### src/hdl/impe_pkg.sv
// Shared types, constants and helpers for the image marker payload extractor.
// No dependencies; the top, front, queue and back files refer to this package by scope.
package impe_pkg;

    // Frame size default and the floor of the delay line depth
    localparam int MIN_FRAME_BYTES_DEF = 16;
    localparam int DEPTH_FLOOR         = 16;

    // Width of the byte count fields in a command (covers depths up to 127)
    localparam int CNT_W = 7;

    // Command queue between front and back, must be a power of two
    localparam int QUEUE_DEPTH = 4;

    // Marker geometry: the running scan looks at tap 7, length bytes sit above the marker
    localparam int SCAN_TAP  = 7;
    localparam int JPEG_LEN  = 3;
    localparam int LEN_BYTES = 4;
    localparam int WIN_TOP   = SCAN_TAP + LEN_BYTES;

    localparam logic [7:0] JPEG_B0 = 8'hFF;
    localparam logic [7:0] JPEG_B1 = 8'hD8;
    localparam logic [7:0] PNG_B0  = 8'h89;
    localparam logic [7:0] PNG_B1  = 8'h50;
    localparam logic [7:0] PNG_B2  = 8'h4E;
    localparam logic [7:0] PNG_B3  = 8'h47;

    typedef enum logic [1:0] {
        KIND_PAYLOAD = 2'd0,
        KIND_DONE    = 2'd1,
        KIND_SMALL   = 2'd2,
        KIND_NOMARK  = 2'd3
    } t_kind;

    // One command per accepted byte: the byte itself, a run of payload bytes to
    // replay from the ring (count, starting back bytes behind this one), and an
    // optional closing status item.
    typedef struct packed {
        logic [7:0]       data;
        logic [CNT_W-1:0] count;
        logic [CNT_W-1:0] back;
        logic             has_status;
        t_kind            kind;
    } t_cmd;

    function automatic int depth_of(input int min_bytes);
        return (min_bytes > DEPTH_FLOOR) ? min_bytes : DEPTH_FLOOR;
    endfunction

endpackage

### src/hdl/impe_in_if.sv
// Input channel of the extractor: one frame byte with its end flag per transaction.
// Standalone interface, no dependencies.
interface impe_in_if;
    logic       valid;
    logic       ready;
    logic [7:0] data_byte;
    logic       frame_end;

    modport source (output valid, output data_byte, output frame_end, input ready);
    modport sink   (input valid, input data_byte, input frame_end, output ready);
endinterface

### src/hdl/impe_out_if.sv
// Output channel of the extractor: one result item per transaction.
// Standalone interface, no dependencies.
interface impe_out_if;
    logic       valid;
    logic       ready;
    logic [1:0] item_kind;
    logic [7:0] payload_byte;
    logic       run_last;

    modport source (output valid, output item_kind, output payload_byte, output run_last,
                    input ready);
    modport sink   (input valid, input item_kind, input payload_byte, input run_last,
                    output ready);
endinterface

### src/hdl/image_marker_payload_extractor.sv
// Top level of the image marker payload extractor: front end, command queue, back end.
// Depends on impe_pkg, impe_in_if, impe_out_if, impe_front, impe_queue and impe_back.
//
// The block takes one frame byte per transaction, looks for the first JPEG (FF D8 FF)
// or PNG (89 50 4E 47) marker and hands out the payload from the marker on, one
// byte per result transaction, closing each frame with a status item (done, too
// small, no marker) that carries run_last. Four bytes ahead of the marker, when
// present and nonzero, are a little-endian payload length. Input runs at one byte
// per cycle: every accepted byte becomes one command in a 4-entry queue, and the
// back end retires one result per cycle from its output buffer while the output
// is ready. Input falls behind only where one byte causes more than one result:
// the last byte of a frame adds its status item, and the first payload release of
// a frame brings up to MIN_FRAME_BYTES held bytes (plus status) out of one input
// byte; these are replayed from a byte ring memory at one per cycle, and the input
// stalls once the queue fills behind them. No clearing pass after reset is needed.
module image_marker_payload_extractor #(
    parameter int MIN_FRAME_BYTES = impe_pkg::MIN_FRAME_BYTES_DEF
) (
    input  logic       i_clk,
    input  logic       i_rst_n,
    impe_in_if.sink    i_in_chan,
    impe_out_if.source o_out_chan
);
    localparam int DEPTH = impe_pkg::depth_of(MIN_FRAME_BYTES);
    localparam int CW    = impe_pkg::CNT_W;

    // front end -> queue
    logic           w_push_valid;
    logic           w_push_ready;
    impe_pkg::t_cmd w_q_cmd;

    // queue -> back end
    logic           w_pop_valid;
    logic           w_pop_ready;
    impe_pkg::t_cmd w_b_cmd;

    // marker search and payload accounting, one command per input transaction
    impe_front #(
        .MIN_FRAME_BYTES (MIN_FRAME_BYTES)
    ) u_front (
        .i_clk        (i_clk),
        .i_rst_n      (i_rst_n),
        .i_in         (i_in_chan),
        .o_push_valid (w_push_valid),
        .i_push_ready (w_push_ready),
        .o_cmd        (w_q_cmd)
    );

    // lets the front keep taking bytes while a payload burst drains
    impe_queue u_queue (
        .i_clk        (i_clk),
        .i_rst_n      (i_rst_n),
        .i_push_valid (w_push_valid),
        .o_push_ready (w_push_ready),
        .i_cmd        (w_q_cmd),
        .o_pop_valid  (w_pop_valid),
        .i_pop_ready  (w_pop_ready),
        .o_cmd        (w_b_cmd)
    );

    // ring memory replay and result buffering
    impe_back #(
        .MIN_FRAME_BYTES (MIN_FRAME_BYTES)
    ) u_back (
        .i_clk       (i_clk),
        .i_rst_n     (i_rst_n),
        .i_pop_valid (w_pop_valid),
        .o_pop_ready (w_pop_ready),
        .i_cmd       (w_b_cmd),
        .o_out       (o_out_chan)
    );

    // back end only takes a command that is there
    a_pop_has_entry: assert property (@(posedge i_clk) disable iff (!i_rst_n)
        w_pop_ready |-> w_pop_valid)
        else $error("back end popped an empty command queue");

    // status items always close the run of results of their input byte
    a_status_is_last: assert property (@(posedge i_clk) disable iff (!i_rst_n)
        (o_out_chan.valid && (o_out_chan.item_kind != impe_pkg::KIND_PAYLOAD))
        |-> o_out_chan.run_last)
        else $error("status item without run_last");

    // a short frame never releases payload
    a_small_no_payload: assert property (@(posedge i_clk) disable iff (!i_rst_n)
        (w_push_valid && w_push_ready && w_q_cmd.has_status &&
         (w_q_cmd.kind == impe_pkg::KIND_SMALL)) |-> (w_q_cmd.count == '0))
        else $error("payload released in a frame that ended too small");

    // replay range stays inside the bytes held by the ring
    a_replay_in_ring: assert property (@(posedge i_clk) disable iff (!i_rst_n)
        (w_push_valid && w_push_ready) |->
        ((w_q_cmd.count <= CW'(DEPTH)) && (w_q_cmd.back < CW'(DEPTH))))
        else $error("payload replay reaches beyond the delay depth");

endmodule

### src/hdl/impe_front.sv
// Front end: byte window, marker search, length decode and payload accounting.
// Depends on impe_pkg and impe_in_if; emits one t_cmd per accepted byte.
module impe_front #(
    parameter int MIN_FRAME_BYTES = impe_pkg::MIN_FRAME_BYTES_DEF
) (
    input  logic           i_clk,
    input  logic           i_rst_n,
    impe_in_if.sink        i_in,
    output logic           o_push_valid,
    input  logic           i_push_ready,
    output impe_pkg::t_cmd o_cmd
);
    localparam int DEPTH = impe_pkg::depth_of(MIN_FRAME_BYTES);
    localparam int SW    = $clog2(DEPTH + 1);
    localparam int CW    = impe_pkg::CNT_W;
    localparam int WIN   = impe_pkg::WIN_TOP;
    localparam int STAP  = impe_pkg::SCAN_TAP;
    localparam int JLEN  = impe_pkg::JPEG_LEN;
    localparam int LB    = impe_pkg::LEN_BYTES;
    localparam int TK_W  = $clog2(STAP + 1);
    localparam logic [SW-1:0] DEPTH_C = SW'(DEPTH);
    localparam logic [SW-1:0] MIN_C   = SW'(MIN_FRAME_BYTES);
    localparam logic [SW-1:0] SCAN_C  = SW'(STAP + 1);

    // r_win[i] is the byte i+1 places behind the incoming one
    logic [7:0]    r_win [0:WIN-1];
    logic [SW-1:0] r_seen;
    logic          r_found;
    logic [31:0]   r_left;
    logic          r_unb;
    logic [SW-1:0] r_bss;

    logic [SW-1:0] n_seen;
    logic          n_found;
    logic [31:0]   n_left;
    logic          n_unb;
    logic [SW-1:0] n_bss;

    logic            w_accept;
    logic [SW-1:0]   w_seen_inc;
    logic            w_take;
    logic [TK_W-1:0] w_take_k;
    logic [31:0]     w_len;
    logic            w_len_room;
    logic            w_len_ok;
    logic            w_found;
    logic            w_unb;
    logic [31:0]     w_left;
    logic [SW-1:0]   w_bss;
    logic [SW-1:0]   w_cnt;
    logic [SW-1:0]   w_back;

    function automatic logic is_jpeg(input logic [7:0] b2, input logic [7:0] b1,
                                     input logic [7:0] b0);
        return (b2 == impe_pkg::JPEG_B0) && (b1 == impe_pkg::JPEG_B1) &&
               (b0 == impe_pkg::JPEG_B0);
    endfunction

    function automatic logic is_png(input logic [7:0] b3, input logic [7:0] b2,
                                    input logic [7:0] b1, input logic [7:0] b0);
        return (b3 == impe_pkg::PNG_B0) && (b2 == impe_pkg::PNG_B1) &&
               (b1 == impe_pkg::PNG_B2) && (b0 == impe_pkg::PNG_B3);
    endfunction

    assign w_accept     = i_in.valid && i_push_ready;
    assign i_in.ready   = i_push_ready;
    assign o_push_valid = i_in.valid;

    always_comb begin
        w_seen_inc = (r_seen < DEPTH_C) ? r_seen + 1'b1 : r_seen;

        // running scan at the fixed tap
        w_take   = 1'b0;
        w_take_k = TK_W'(STAP);
        if (!r_found && (w_seen_inc >= SCAN_C) &&
            (is_jpeg(r_win[STAP-1], r_win[STAP-2], r_win[STAP-3]) ||
             is_png(r_win[STAP-1], r_win[STAP-2], r_win[STAP-3], r_win[STAP-4]))) begin
            w_take = 1'b1;
        end

        // at frame end, JPEG markers closer to the tail that the scan never reached
        if (i_in.frame_end && !r_found && !w_take && (w_seen_inc >= MIN_C)) begin
            for (int k = STAP - 1; k >= JLEN; k--) begin
                if (!w_take && is_jpeg(r_win[k-1], r_win[k-2], r_win[k-3])) begin
                    w_take   = 1'b1;
                    w_take_k = TK_W'(k);
                end
            end
        end

        // little-endian length in the four bytes ahead of the marker
        w_len      = '0;
        w_len_room = 1'b0;
        for (int k = JLEN; k <= STAP; k++) begin
            if (w_take_k == TK_W'(k)) begin
                w_len      = {r_win[k], r_win[k+1], r_win[k+2], r_win[k+3]};
                w_len_room = (w_seen_inc >= SW'(k + LB + 1));
            end
        end
        w_len_ok = w_len_room && (w_len != '0);

        w_found = r_found || w_take;
        if (w_take) begin
            w_bss  = SW'(w_take_k) + 1'b1;
            w_unb  = !w_len_ok;
            w_left = w_len_ok ? w_len : '0;
        end else begin
            w_bss  = (r_found && (r_bss < DEPTH_C)) ? r_bss + 1'b1 : r_bss;
            w_unb  = r_unb;
            w_left = r_left;
        end

        // release held bytes once the frame is long enough
        w_cnt  = '0;
        w_back = '0;
        n_bss  = w_bss;
        n_left = w_left;
        if (w_found && (w_seen_inc >= MIN_C)) begin
            if (w_unb || (w_left >= 32'(w_bss))) begin
                w_cnt = w_bss;
            end else begin
                w_cnt = w_left[SW-1:0];
            end
            w_back = w_bss - 1'b1;
            n_left = w_unb ? w_left : w_left - 32'(w_cnt);
            n_bss  = '0;
        end

        o_cmd.data       = i_in.data_byte;
        o_cmd.count      = CW'(w_cnt);
        o_cmd.back       = CW'(w_back);
        o_cmd.has_status = i_in.frame_end;
        if (w_seen_inc < MIN_C) begin
            o_cmd.kind = impe_pkg::KIND_SMALL;
        end else if (!w_found) begin
            o_cmd.kind = impe_pkg::KIND_NOMARK;
        end else begin
            o_cmd.kind = impe_pkg::KIND_DONE;
        end

        if (i_in.frame_end) begin
            n_seen  = '0;
            n_found = 1'b0;
            n_left  = '0;
            n_unb   = 1'b0;
            n_bss   = '0;
        end else begin
            n_seen  = w_seen_inc;
            n_found = w_found;
            n_unb   = w_unb;
        end
    end

    always_ff @(posedge i_clk) begin
        if (!i_rst_n) begin
            r_seen  <= '0;
            r_found <= 1'b0;
            r_left  <= '0;
            r_unb   <= 1'b0;
            r_bss   <= '0;
        end else if (w_accept) begin
            r_seen  <= n_seen;
            r_found <= n_found;
            r_left  <= n_left;
            r_unb   <= n_unb;
            r_bss   <= n_bss;
        end
    end

    always_ff @(posedge i_clk) begin
        if (w_accept) begin
            r_win[0] <= i_in.data_byte;
            for (int i = 1; i < WIN; i++) begin
                r_win[i] <= r_win[i-1];
            end
        end
    end

endmodule

### src/hdl/impe_queue.sv
// Small command queue that decouples the front end from the result sequencer.
// Depends on impe_pkg for t_cmd and the queue depth.
module impe_queue (
    input  logic           i_clk,
    input  logic           i_rst_n,
    input  logic           i_push_valid,
    output logic           o_push_ready,
    input  impe_pkg::t_cmd i_cmd,
    output logic           o_pop_valid,
    input  logic           i_pop_ready,
    output impe_pkg::t_cmd o_cmd
);
    localparam int QD = impe_pkg::QUEUE_DEPTH;
    localparam int PW = $clog2(QD);

    impe_pkg::t_cmd r_mem [0:QD-1];
    logic [PW-1:0]  r_wr;
    logic [PW-1:0]  r_rd;
    logic [PW:0]    r_cnt;

    logic w_push;
    logic w_pop;

    assign o_push_ready = (r_cnt != (PW+1)'(QD));
    assign o_pop_valid  = (r_cnt != '0);
    assign o_cmd        = r_mem[r_rd];
    assign w_push       = i_push_valid && o_push_ready;
    assign w_pop        = i_pop_ready && o_pop_valid;

    always_ff @(posedge i_clk) begin
        if (!i_rst_n) begin
            r_wr  <= '0;
            r_rd  <= '0;
            r_cnt <= '0;
        end else begin
            if (w_push) begin
                r_wr <= r_wr + 1'b1;
            end
            if (w_pop) begin
                r_rd <= r_rd + 1'b1;
            end
            r_cnt <= r_cnt + (PW+1)'(w_push) - (PW+1)'(w_pop);
        end
    end

    always_ff @(posedge i_clk) begin
        if (w_push) begin
            r_mem[r_wr] <= i_cmd;
        end
    end

endmodule

### src/hdl/impe_back.sv
// Back end: byte ring memory, result sequencer and two-slot output buffer.
// Depends on impe_pkg and impe_out_if; consumes t_cmd entries from impe_queue.
module impe_back #(
    parameter int MIN_FRAME_BYTES = impe_pkg::MIN_FRAME_BYTES_DEF
) (
    input  logic           i_clk,
    input  logic           i_rst_n,
    input  logic           i_pop_valid,
    output logic           o_pop_ready,
    input  impe_pkg::t_cmd i_cmd,
    impe_out_if.source     o_out
);
    localparam int DEPTH = impe_pkg::depth_of(MIN_FRAME_BYTES);
    localparam int AW    = $clog2(DEPTH);
    localparam int RING  = 1 << AW;
    localparam int CW    = impe_pkg::CNT_W;

    typedef struct packed {
        impe_pkg::t_kind kind;
        logic [7:0]      data;
        logic            last;
    } t_result;

    // ring of recent frame bytes, one write and one read a cycle
    logic [7:0]      r_ring [0:RING-1];
    logic [7:0]      r_rdata;
    logic [AW-1:0]   r_wp;

    // current command still being played out
    logic [CW-1:0]   r_rem;
    logic [AW-1:0]   r_raddr;
    logic            r_st_pend;
    impe_pkg::t_kind r_st_kind;

    // read stage
    logic            r_s_valid;
    logic            r_s_mem;
    impe_pkg::t_kind r_s_kind;
    logic            r_s_last;

    // output buffer, slot 0 is the head
    t_result         r_ob [0:1];
    logic [1:0]      r_ob_cnt;

    logic [CW-1:0]   n_rem;
    logic [AW-1:0]   n_raddr;
    logic            n_st_pend;
    impe_pkg::t_kind n_st_kind;

    logic            w_out_pop;
    logic [2:0]      w_level;
    logic            w_credit;
    logic            w_issue;
    logic            w_is_mem;
    impe_pkg::t_kind w_kind;
    logic            w_last;
    logic [AW-1:0]   w_rd_addr;
    logic            w_pop;
    logic [AW-1:0]   w_start;
    logic [1:0]      w_ob_idx;
    t_result         w_item;

    assign w_out_pop = (r_ob_cnt != 2'd0) && o_out.ready;
    assign w_level   = 3'(r_ob_cnt) + 3'(r_s_valid) - 3'(w_out_pop);
    assign w_credit  = (w_level <= 3'd1);
    assign w_start   = r_wp - i_cmd.back[AW-1:0];

    always_comb begin
        w_issue   = 1'b0;
        w_is_mem  = 1'b0;
        w_kind    = impe_pkg::KIND_PAYLOAD;
        w_last    = 1'b0;
        w_rd_addr = r_raddr;
        w_pop     = 1'b0;
        n_rem     = r_rem;
        n_raddr   = r_raddr;
        n_st_pend = r_st_pend;
        n_st_kind = r_st_kind;
        if (w_credit) begin
            if (r_rem != '0) begin
                w_issue  = 1'b1;
                w_is_mem = 1'b1;
                n_raddr  = r_raddr + 1'b1;
                n_rem    = r_rem - 1'b1;
                w_last   = (r_rem == CW'(1)) && !r_st_pend;
            end else if (r_st_pend) begin
                w_issue   = 1'b1;
                w_kind    = r_st_kind;
                w_last    = 1'b1;
                n_st_pend = 1'b0;
            end else if (i_pop_valid) begin
                w_pop = 1'b1;
                if (i_cmd.count != '0) begin
                    w_issue   = 1'b1;
                    w_is_mem  = 1'b1;
                    w_rd_addr = w_start;
                    n_raddr   = w_start + 1'b1;
                    n_rem     = i_cmd.count - 1'b1;
                    n_st_pend = i_cmd.has_status;
                    n_st_kind = i_cmd.kind;
                    w_last    = (i_cmd.count == CW'(1)) && !i_cmd.has_status;
                end else if (i_cmd.has_status) begin
                    w_issue = 1'b1;
                    w_kind  = i_cmd.kind;
                    w_last  = 1'b1;
                end
            end
        end
    end

    assign o_pop_ready = w_pop;

    // ring write and registered read; a read of the byte written this cycle forwards it
    always_ff @(posedge i_clk) begin
        if (w_pop) begin
            r_ring[r_wp] <= i_cmd.data;
        end
        if (w_issue && w_is_mem) begin
            r_rdata <= (w_pop && (w_rd_addr == r_wp)) ? i_cmd.data : r_ring[w_rd_addr];
        end
    end

    always_ff @(posedge i_clk) begin
        if (!i_rst_n) begin
            r_wp      <= '0;
            r_rem     <= '0;
            r_raddr   <= '0;
            r_st_pend <= 1'b0;
            r_st_kind <= impe_pkg::KIND_PAYLOAD;
            r_s_valid <= 1'b0;
            r_ob_cnt  <= 2'd0;
        end else begin
            if (w_pop) begin
                r_wp <= r_wp + 1'b1;
            end
            r_rem     <= n_rem;
            r_raddr   <= n_raddr;
            r_st_pend <= n_st_pend;
            r_st_kind <= n_st_kind;
            r_s_valid <= w_issue;
            r_ob_cnt  <= r_ob_cnt - 2'(w_out_pop) + 2'(r_s_valid);
        end
    end

    always_ff @(posedge i_clk) begin
        if (w_issue) begin
            r_s_mem  <= w_is_mem;
            r_s_kind <= w_kind;
            r_s_last <= w_last;
        end
    end

    assign w_ob_idx    = r_ob_cnt - 2'(w_out_pop);
    assign w_item.kind = r_s_mem ? impe_pkg::KIND_PAYLOAD : r_s_kind;
    assign w_item.data = r_s_mem ? r_rdata : 8'h00;
    assign w_item.last = r_s_last;

    // head slot takes the new item when it lands there, else shifts up on a pop
    always_ff @(posedge i_clk) begin
        if (r_s_valid && (w_ob_idx == 2'd0)) begin
            r_ob[0] <= w_item;
        end else if (w_out_pop) begin
            r_ob[0] <= r_ob[1];
        end
        if (r_s_valid && (w_ob_idx == 2'd1)) begin
            r_ob[1] <= w_item;
        end
    end

    assign o_out.valid        = (r_ob_cnt != 2'd0);
    assign o_out.item_kind    = r_ob[0].kind;
    assign o_out.payload_byte = r_ob[0].data;
    assign o_out.run_last     = r_ob[0].last;

endmodule
### src/flat_wrapper.sv
// flat-port wrapper written by rule: the top's interface ports become plain ports
module image_marker_payload_extractor_flat 
#(
    parameter int MIN_FRAME_BYTES = impe_pkg::MIN_FRAME_BYTES_DEF
)
  (i_clk, i_rst_n, i_in_chan_valid, i_in_chan_data_byte, i_in_chan_frame_end, i_in_chan_ready, o_out_chan_valid, o_out_chan_item_kind, o_out_chan_payload_byte, o_out_chan_run_last, o_out_chan_ready);
  impe_in_if i_in_chan_i ();
  impe_out_if o_out_chan_i ();
  input  logic i_clk;
  input  logic i_rst_n;
  input wire logic [$bits(i_in_chan_i.valid)-1:0] i_in_chan_valid;
  input wire logic [$bits(i_in_chan_i.data_byte)-1:0] i_in_chan_data_byte;
  input wire logic [$bits(i_in_chan_i.frame_end)-1:0] i_in_chan_frame_end;
  output wire logic [$bits(i_in_chan_i.ready)-1:0] i_in_chan_ready;
  output wire logic [$bits(o_out_chan_i.valid)-1:0] o_out_chan_valid;
  output wire logic [$bits(o_out_chan_i.item_kind)-1:0] o_out_chan_item_kind;
  output wire logic [$bits(o_out_chan_i.payload_byte)-1:0] o_out_chan_payload_byte;
  output wire logic [$bits(o_out_chan_i.run_last)-1:0] o_out_chan_run_last;
  input wire logic [$bits(o_out_chan_i.ready)-1:0] o_out_chan_ready;
  assign i_in_chan_i.valid = i_in_chan_valid;
  assign i_in_chan_i.data_byte = i_in_chan_data_byte;
  assign i_in_chan_i.frame_end = i_in_chan_frame_end;
  assign i_in_chan_ready = i_in_chan_i.ready;
  assign o_out_chan_valid = o_out_chan_i.valid;
  assign o_out_chan_item_kind = o_out_chan_i.item_kind;
  assign o_out_chan_payload_byte = o_out_chan_i.payload_byte;
  assign o_out_chan_run_last = o_out_chan_i.run_last;
  assign o_out_chan_i.ready = o_out_chan_ready;
  image_marker_payload_extractor #(.MIN_FRAME_BYTES(MIN_FRAME_BYTES)) u_core (.i_clk(i_clk), .i_rst_n(i_rst_n), .i_in_chan(i_in_chan_i), .o_out_chan(o_out_chan_i));
endmodule
### config.mk
export PLATFORM = sky130hd
export DESIGN_NAME = image_marker_payload_extractor_flat
export DESIGN_NICKNAME = d
export VERILOG_FILES = /design/src/hdl/impe_pkg.sv /design/src/hdl/impe_in_if.sv /design/src/hdl/impe_out_if.sv /design/src/hdl/image_marker_payload_extractor.sv /design/src/hdl/impe_front.sv /design/src/hdl/impe_queue.sv /design/src/hdl/impe_back.sv /design/src/flat_wrapper.sv
export SDC_FILE = /design/constraint.sdc
export NUM_CORES = 1
export LEC_CHECK = 0
export ABC_CLOCK_PERIOD_IN_PS = 10700
export CORE_UTILIZATION = 58
export DETAILED_ROUTE_END_ITERATION = 10
export DONT_BUFFER_PORTS = 1
export GPL_TIMING_DRIVEN = 0
export PLACE_DENSITY = 0.8
export SLEW_MARGIN = 20
export SYNTH_ARGS = -nofsm -noshare
export SYNTH_HDL_FRONTEND = slang
export SYNTH_SLANG_ARGS = --single-unit
### constraint.sdc
create_clock -name i_clk -period 10.7 [get_ports i_clk]
set_clock_uncertainty 0.1 [all_clocks]
set_input_delay 0.535 -clock i_clk [delete_from_list [all_inputs] [get_ports i_clk]]
set_output_delay 0.535 -clock i_clk [all_outputs]
set_load 0.02 [all_outputs]
* Word-level counts from Yosys, hierarchy flattened
Memories as Yosys holds them, arrays and structs flattened. A register that Yosys moved wholly into a read port is not among the register bits.
Cells that the tools add are included.
** Word-level totals
- Bits of input ports :: 13
- Word-level logic and storage cells :: 237
- Memory bits (writable) :: 322
- Flip-flop bits (word level) :: 76
- Memories kept :: 4
- Output and inout port bits :: 13
** Memory list
- u_core.u_back.r_ring :: words 16, bits a word 8, rd ports 1, clocked after Yosys merged registers in 1, write ports 1, line impe_back.sv:25 : logic [7:0] r_ring [0:RING-1];
- u_core.u_front.r_win :: words 11, bits a word 8, rd ports 11, clocked after Yosys merged registers in 0, write ports 11, line impe_front.sv:26 : logic [7:0] r_win [0:WIN-1];
- u_core.u_queue.r_mem :: words 4, bits a word 21, rd ports 1, clocked after Yosys merged registers in 1, write ports 1, line impe_queue.sv:16 : impe_pkg::t_cmd r_mem [0:QD-1];
- u_core.u_back.r_ob :: words 2, bits a word 11, rd ports 2, clocked after Yosys merged registers in 0, write ports 2, line impe_back.sv:42 : t_result r_ob [0:1];
** Operators by class
- Reduce and logical (&&, ||, !) cells :: 56
- Multiplexer cells :: 99
- Add/subtract/negate cells :: 19
- Equality and inequality tests :: 26
- Magnitude comparators :: 11
- Bitwise logic cells :: 4
** Operator list (count)
- 32-bit two-way mux :: 10
- 8-bit equality test (second input constant) :: 13
- 1-bit two-way mux :: 51
- 5-bit two-way mux :: 10
- 4-bit two-way mux :: 9
- 1-bit logical AND :: 33
- 32-bit by 5-bit greater-or-equal comparator with 1-bit output :: 1
- 32-bit nonzero test :: 1
- 32-bit by 5-bit subtractor with 32-bit output :: 1
- 7-bit two-way mux :: 4
- 5-bit by 4-bit greater-or-equal comparator with 1-bit output (second input constant) :: 5
- 8-bit by 7-bit equality test with 1-bit output (second input constant) :: 3
- 2-bit two-way mux :: 9
- 5-bit less-than comparator (second input constant) :: 3
- 7-bit by 1-bit equality test with 1-bit output (second input constant) :: 2
- 7-bit nonzero test :: 2
- 7-bit by 1-bit subtractor with 7-bit output (second input constant) :: 2
- 4-bit by 1-bit adder with 4-bit output (second input constant) :: 3
- 3-bit equality test (second input constant) :: 4
- 3-bit two-way mux :: 4
- 11-bit two-way mux :: 1
- 5-bit by 1-bit adder with 5-bit output (second input constant) :: 2
- 1-bit zero test :: 8
- 8-bit two-way mux :: 1
- 25 further kinds :: 33

* Logic depth before layout (Yosys ltp)
Gate-level depths: netlist (run 1).
An unclocked memory read counts as a cell.
- Depth after elaboration :: 42
- Mapped depth :: 48

* By module
Synthesis (run 1) repeated with hierarchy kept, for this count alone.
** Second synthesis, totals
- Cell total of the unflattened synthesis :: 1988
- Area, all modules :: 21943.5 µm²
** By module, submodules not included
- impe_front :: times used 1, cells an instance 1078, area each 9046.2 µm², sequential area each 3523.4 µm²
- impe_back :: times used 1, cells an instance 731, area each 8773.4 µm², sequential area each 5285.1 µm²
- impe_queue :: times used 1, cells an instance 179, area each 4124.0 µm², sequential area each 3183.1 µm²

* Worst setup path after synthesis (run 1)
Ideal clock, no wire load.
- Path kind :: register to register
- Start :: memory u_core.u_front.r_win[1][0]
- End :: register u_core.u_front.r_left[25]
- Buffers on the path :: 3
- Data arrival time :: 10.266 ns
- Stages on the path, launching flop included :: 39
- Library setup time :: 0.062 ns
- Setup slack :: 0.272 ns
- Path through :: edfxtp_1 > or4b_4 > or2_2 > or4_1 > nor3_1 > nand3b_1 > ha_1 > clkbuf_1 > or2_2 > clkbuf_1 > a31oi_2 > a221oi_1 > a22o_1 > nor4_1 > o2111ai_2 > o21ai_1 > clkbuf_1 > o21ai_0 > (+3 left out) > o21ai_0 > or2b_2 > a211o_2 > a2111o_1 > nor4_4 > mux2i_1 > ha_1 > nor2b_1 > o21ai_0 > nand2b_1 > nand3_1 > nand2_1 > or3_1 > or4b_2 > o32ai_4 > nand2_2 > or4_1 > nand3_1
** RTL lines
- start: declaration :: line impe_front.sv:26
- end signal: assignment :: line impe_front.sv:164 : r_left <= n_left;
- end: declaration :: line impe_front.sv:29 : logic [31:0] r_left;

==> impl_metrics.yaml, run 1 <==
logic_synthesis:
  ys_types: 105
  yosys_warnings: 0
  synth_edf_count: 330
  synth_seq_cells: 404
  yosysSeqAreaShare_pct: 56.91
  synth_nets: 1704
  synth-main-ff-cell: "edfxtp_1"
  synthCells: 1645
  async_flop_share_pct: 0
  syn_avg_cell_area_um2: 12.17
  synthesis.area_mm2: 0.02001
timing:
  fmax_ghz: 0.09553
  layout_min_cycle_time_ns: 10.47
  worst_pin_slew_ns: 1.236
  setup_violations: 0
  fin_crit_sh_pct: 97.83
  hold_violations: 0
  final-max-slew-violation-count: 0
  fin_tns_setup_ns: 0
  relSlewSlack_pct: 16.89
pwr:
  peakVddDrop_mv: 0.1873
  switching_power_uw: 1742
  power_frac_comb_pct: 30.4
  sw_frac_of_total_pct: 33.19
  p_int_uw: 3505
  powerDensity_mw_per_mm2: 230.1
  p_seq_share_pct: 42.6
  leakage_uw: 0.007860
  clockPowerShare_pct: 27.0
clocking:
  insertion_delay_ns: 0.57
  clkSlewWorstSetupHoldPaths_ns: 0.06
  clock_sinks: 404
  htree_num_levels: 2
  cts-root-buf: "clkbuf_16"
  cts_buffers: 41
  cts_max_path_buffers: 3
  cts_tree: "yes"
floorplanning:
  die_x_um: 187.8
  initial_utilization_pct: 59.24
  die_h_um: 187.8
  fp-row-count: 67
  pin_count: 26
  die_area_mm2: 0.03525
  core_mm2: 0.03378
drt:
  postRouteAntennaNets: 0
  wl_mm: 55.80
  dr_total_vias: 14700
  viasPerCell: 6.582
  drtPass1Iterations: 6
  wl_per_cell_um: 24.98
  drc: 0
  dr.first_iter.drc_count: 1647
setup_path:
  cp_slowest_stage_delay_ns: 0.66
  crit_path_frequent_cell: "o21ai_0"
  slowest_stage: "or4b_2"
  rrSetupSlack_ns: 0.23
  path_max_fanout: 10
  path_delay_family: "simple AND/OR/NAND/NOR gates"
  cp.required_ns: 11.11
  path_class: "reg -> reg"
  critPathArrivalTime_ns: 10.88
  cp-start-kind: "flop"
  cp.buffers_inverters: 6
  crit_path_end_kind: "flop"
grt:
  antenna_found_initial: 0
  grt_pass1_wl_mm: 84.55
  grtUsageTotal_pct: 31.73
  first_global_vias: 14510
  grt_overflow: 0
  grt_start_max_net_pins: 60
flow_run:
  drv_cap: 0
placed_design:
  dpl_cell_area_mm2: 0.02061
  gp_congestion: 0.9759
  io_buffers: 0
  place_hpwl_mm: 37.51
outcome:
  status: "finished clean"
layout:
  drive_above_1_share_pct: 18.65
  design_area_mm2: 0.02280
  antennaDiodeCount: 0
  final_common_cell: "edfxtp_1"
  multi_input_area_mm2: 0.008237
  syn2layout_area_growth_pct: 13.92
  layout_common_cells: "330 x edfxtp_1, 163 x nand2_1, 105 x nor2_1, 95 x o21ai_0, 76 x a21oi_1"
  fillCellCount: 2417
  final_nets: 1813
  seqCellArea_mm2: 0.01139
min_path:
  hp-class: "in -> reg"
state kept, by name (all words and copies together), names as in the netlist, 2 cells and up, named ones only:
signal,count
u_core.u_back.r_ob,22
u_core.u_back.r_ob_cnt,2
u_core.u_back.r_raddr,4
u_core.u_back.r_rdata,8
u_core.u_back.r_rem,7
u_core.u_back.r_ring,128
u_core.u_back.r_s_kind,2
u_core.u_back.r_st_kind,2
u_core.u_back.r_wp,4
u_core.u_front.r_bss,5
u_core.u_front.r_left,32
u_core.u_front.r_seen,5
u_core.u_front.r_win,88
u_core.u_queue.r_cnt,3
u_core.u_queue.r_mem,80
u_core.u_queue.r_rd,2
u_core.u_queue.r_wr,2
per-layer routing:
| layer | track usage (%) | vias up | part of all wire [%] |
|---|---|---|---|
| met3 | 4.941 | 207 | 7.6 |
| met5 | 0 | - | 0 |
| li1 | - | 6475 | - |
| met4 | 16.39 | 0 | 5.3 |
| met1 | 39.47 | 7221 | 38 |
| met2 | 53.76 | 801 | 49 |
metrics by stage:
stage / utilization (%) / worst slack [ns] / hold slack [ns] / total power [uW] / instances
5_1_grt: 67.49 / -0.07043 / 0.3134 / 5445 / 2234
3_5_place_dp: 61.01 / -2.508 / 0.3355 / 3758 / 2094
6_report: 67.49 / 0.2325 / 0.2695 / 5247 / 2234
3_3_place_gp: 60.90 / -2.537 / 0.3331 / 3689 / 2093
4_1_cts: 66.25 / 0.008654 / 0.2302 / 5204 / 2196
2_1_floorplan: - / 0.2721 / 0.3168 / 3301 / 1645
cell usage after synthesis, drive strengths merged, types with 12 or more instances:
master / number / area, um^2
mux2: 23 / 259.0
a21boi: 12 / 90.09
buf: 25 / 150.1
xnor2: 28 / 245.2
xor2: 12 / 105.1
a21oi: 78 / 397.9
nor2b: 29 / 181.4
and3: 15 / 97.59
or4: 13 / 101.4
mux2i: 26 / 260.3
mux4: 52 / 1171
nor4: 24 / 165.2
a211oi: 20 / 155.1
nand2: 168 / 648.1
edfxtp: 330 / 9910
nor3: 48 / 272.8
or3: 12 / 75.07
o211a: 13 / 130.1
clkbuf: 66 / 327.8
inv: 49 / 183.9
o21ai: 112 / 575.6
nor2: 106 / 397.9
o211ai: 22 / 165.2
and2: 34 / 216.5
nand4: 17 / 112.6
dfxtp: 74 / 1481
nand2b: 19 / 118.9
nand3: 32 / 160.2
ha: 42 / 525.5
cell type report:
| cell class | instances | area share, % |
|---|---|---|
| buffer | 89 | 2.436 |
| clock buffer | 51 | 4.758 |
| clock inverter | 24 | 0.9713 |
| inverter | 49 | 0.8231 |
| multi-input combinational | 1101 | 36.12 |
| sequential | 404 | 49.98 |
| tap | 448 | 2.458 |
| timing repair buffer | 68 | 2.453 |
power groups by stage:
| stage | Combinational (uW) | Clock (uW) | Sequential, uW |
|---|---|---|---|
| after global placement | 1430 | 0 | 2260 |
| after CTS | 1540 | 1430 | 2240 |
| final | 1600 | 1420 | 2230 |
| after floorplan | 1110 | 0 | 2190 |
| after global routing | 1710 | 1490 | 2250 |
| after detailed placement | 1490 | 0 | 2260 |
worst min-delay path: cells and delay by family:
family | cells | cell delay, ns
AND/OR/NAND/NOR | 3 | 0.36
worst paths after layout:
| kind | start | end | cells after the start |
|---|---|---|---|
| min reg2reg | u_core.u_front.r_win[1][3] | u_core.u_front.r_win[2][3] | 0 |
| max | u_core.u_front.r_win[1][0] | u_core.u_front.r_left[31] | 41 |
| max reg2reg | u_core.u_front.r_win[1][0] | u_core.u_front.r_left[31] | 41 |
| min | i_rst_n | u_core.u_front.r_left[25] | 3 |
what timing repair did:
item                                    in CTS  in global routing
endpoints found under the setup margin      32                 18
buffers inserted                            19                 38
hold buffers                                10                  0
endpoints found under the hold margin       45                  0
gates resized for setup                     59                 37
pin swaps                                   12                 16
cells by family after synthesis:
| kind of cell | after synthesis | share of synthesized area (%) |
|---|---|---|
| adder cells (fa/ha/maj) | 46 | 3.026 |
| multiplexers | 101 | 8.446 |
| XOR/XNOR | 40 | 1.750 |
| AND/OR/NAND/NOR | 559 | 14.55 |
| buffers and inverters | 140 | 3.307 |
| flip-flops | 404 | 56.91 |
| AO/OA/AOI/OAI | 355 | 12.00 |
Power figures use the tool's default switching activity.
==> run 2, diff against run 1 <==
--- a/config.mk
+++ b/config.mk
@@ -5,8 +5,8 @@
 export SDC_FILE = /design/constraint.sdc
 export NUM_CORES = 1
 export LEC_CHECK = 0
-export ABC_CLOCK_PERIOD_IN_PS = 10700
-export CORE_UTILIZATION = 58
+export ABC_CLOCK_PERIOD_IN_PS = 12080
+export CORE_UTILIZATION = 60
 export DETAILED_ROUTE_END_ITERATION = 10
 export DONT_BUFFER_PORTS = 1
 export GPL_TIMING_DRIVEN = 0
==> constraint.sdc (replaced) <==
create_clock -name i_clk -period 12.08 [get_ports i_clk]
set_clock_uncertainty 0.1 [all_clocks]
set_input_delay 0.604 -clock i_clk [delete_from_list [all_inputs] [get_ports i_clk]]
set_output_delay 0.604 -clock i_clk [all_outputs]
set_load 0.02 [all_outputs]
==> run 2 against run 1 <==
Effect of this change: clock power decreased by 13%; hold slack got worse by 0.24 ns; via count decreased by 0.19%; non-clock buffer count decreased by 48; cell area decreased by 2.7%; flip-flop and latch count unchanged; routed wire length increased by 0.90%; sequential share of layout area increased by 1.4 points; critical path depth increased by 3; critical path type unchanged.
==> impl_metrics.yaml, run 2 (synthesis results as in run 1) <==
layout:
  largest_registers: "u_core.u_back.r_ring x128, u_core.u_front.r_win x88, u_core.u_queue.r_mem x80"
  seqCellArea_mm2: 0.01139
  syn2layout_area_growth_pct: 10.87
  layout.cells.non_filler: 2181
  largest_reg_flops: 128
  layout_common_cells: "330 x edfxtp_1, 164 x nand2_1, 105 x nor2_1, 95 x o21ai_0, 76 x a21oi_1"
  utilization_pct: 67.86
  regMostFlops: "u_core.u_back.r_ring"
  final_nets: 1765
  multi_input_area_mm2: 0.008108
  design_area_mm2: 0.02219
  drive_above_1_share_pct: 15.58
  fillCellCount: 2337
  antennaDiodeCount: 0
  final_common_cell: "edfxtp_1"
drt:
  drc: 0
  wl_per_cell_um: 25.82
  postRouteAntennaNets: 0
  dr.first_iter.drc_count: 1822
  wl_mm: 56.31
  dr_total_vias: 14680
  drtPass1Iterations: 5
  viasPerCell: 6.729
timing:
  relSlewSlack_pct: 7.937
  setup_violations: 0
  worst_pin_slew_ns: 1.369
  final-max-slew-violation-count: 0
  holdWs_ns: 0.02966
  hold_violations: 0
  fmax_ghz: 0.08513
  fin_crit_sh_pct: 97.24
  layout_min_cycle_time_ns: 11.75
min_path:
  hp-class: "in -> reg"
grt:
  antenna_found_initial: 0
  grt_start_max_net_pins: 60
  first_global_vias: 14280
  grt_pass1_wl_mm: 85.01
  grtUsageTotal_pct: 33.71
  grt_overflow: 0
outcome:
  status: "finished clean"
setup_path:
  crit_path_end_kind: "flop"
  cp_slowest_stage_delay_ns: 0.66
  cp.buffers_inverters: 6
  cp.required_ns: 12.48
  path_delay_family: "simple AND/OR/NAND/NOR gates"
  critPathArrivalTime_ns: 12.15
  slowest_stage: "or4b_2"
  cp-start-kind: "flop"
  path_class: "reg -> reg"
  path_max_fanout: 10
pwr:
  powerDensity_mw_per_mm2: 207.4
  leakage_uw: 0.007551
  total_power_uw: 4603
  peakVddDrop_mv: 0.1194
clocking:
  cts_buffers: 41
  cts_max_path_buffers: 3
  clock_sinks: 404
  htree_num_levels: 2
  clkSlewWorstSetupHoldPaths_ns: 0.06
  postCtsHoldBufs: 0
  cts-root-buf: "clkbuf_16"
  cts_tree: "yes"
  insertion_delay_ns: 0.57
floorplanning:
  die_x_um: 184.6
  die_area_mm2: 0.03409
  pin_count: 26
  die_h_um: 184.6
  fp-row-count: 66
  initial_utilization_pct: 61.20
  core_mm2: 0.03270
flow_run:
  drv_cap: 0
placed_design:
  dpl_cell_area_mm2: 0.02062
  io_buffers: 0
  gp_congestion: 0.9716
  placedCellCount: 2088
  place_hpwl_mm: 37.00
run 2: cell count changes in the layout (fill, tap and decap cells not counted), sizes merged:
cell and change:
bufinv -1, clkbuf -1, dlygate4sd3 -10, inv +2
clkinv +5, clkinvlp -1, buf -41
run 2: layout make-up:
type                            instances  share of cell area, %
Sequential cell                       404                  51.34
Multi-Input combinational cell       1101                  36.54
Clock buffer                           47                  4.725
Tap cell                              442                  2.492
Buffer                                 90                  2.250
Clock inverter                         29                  1.094
Inverter                               49                 0.8289
Timing Repair Buffer                   19                 0.7330
run 2: timing repair:
item	in CTS	in global routing
pin swaps	5	9
gates resized for setup	22	27
setup endpoints to repair	24	21
buffers inserted	6	12
endpoints found under the hold margin	0	0
run 2: path summary, 6_finish.rpt:
check,start,end,slack (ns),cells after the start
worst min-delay path,i_in_chan_data_byte[1],u_core.u_queue.r_mem[0][14],0.03,0
worst max-delay path,u_core.u_front.r_seen[1],u_core.u_front.r_left[25],0.33,44
worst min register to register,u_core.u_front.r_left[18],u_core.u_front.r_left[18],0.35,2
worst max register to register,u_core.u_front.r_seen[1],u_core.u_front.r_left[25],0.33,44
run 2: where the power goes:
part | internal [uW] | switching [uW] | leakage, uW
clock network | 676 | 558 | 0.000627
registers | 1830 | 154 | 0.00364
logic | 538 | 843 | 0.00328
total | 3050 | 1550 | 0.00755
run 2: per-stage QoR:
stage,TNS [ns],setup slack [ns]
2_1_floorplan,0,1.652
3_3_place_gp,-12.31,-1.110
3_5_place_dp,-14.31,-1.162
4_1_cts,0,0.02267
5_1_grt,-0.01547,-0.01547
6_report,0,0.3330
run 2: routing by layer:
layer | global-route usage (%) | routed length [um]
met5 | 0 | 0
met4 | 17.72 | 2732
met3 | 5.394 | 4707
met2 | 56.27 | 27610
met1 | 42.43 | 21260
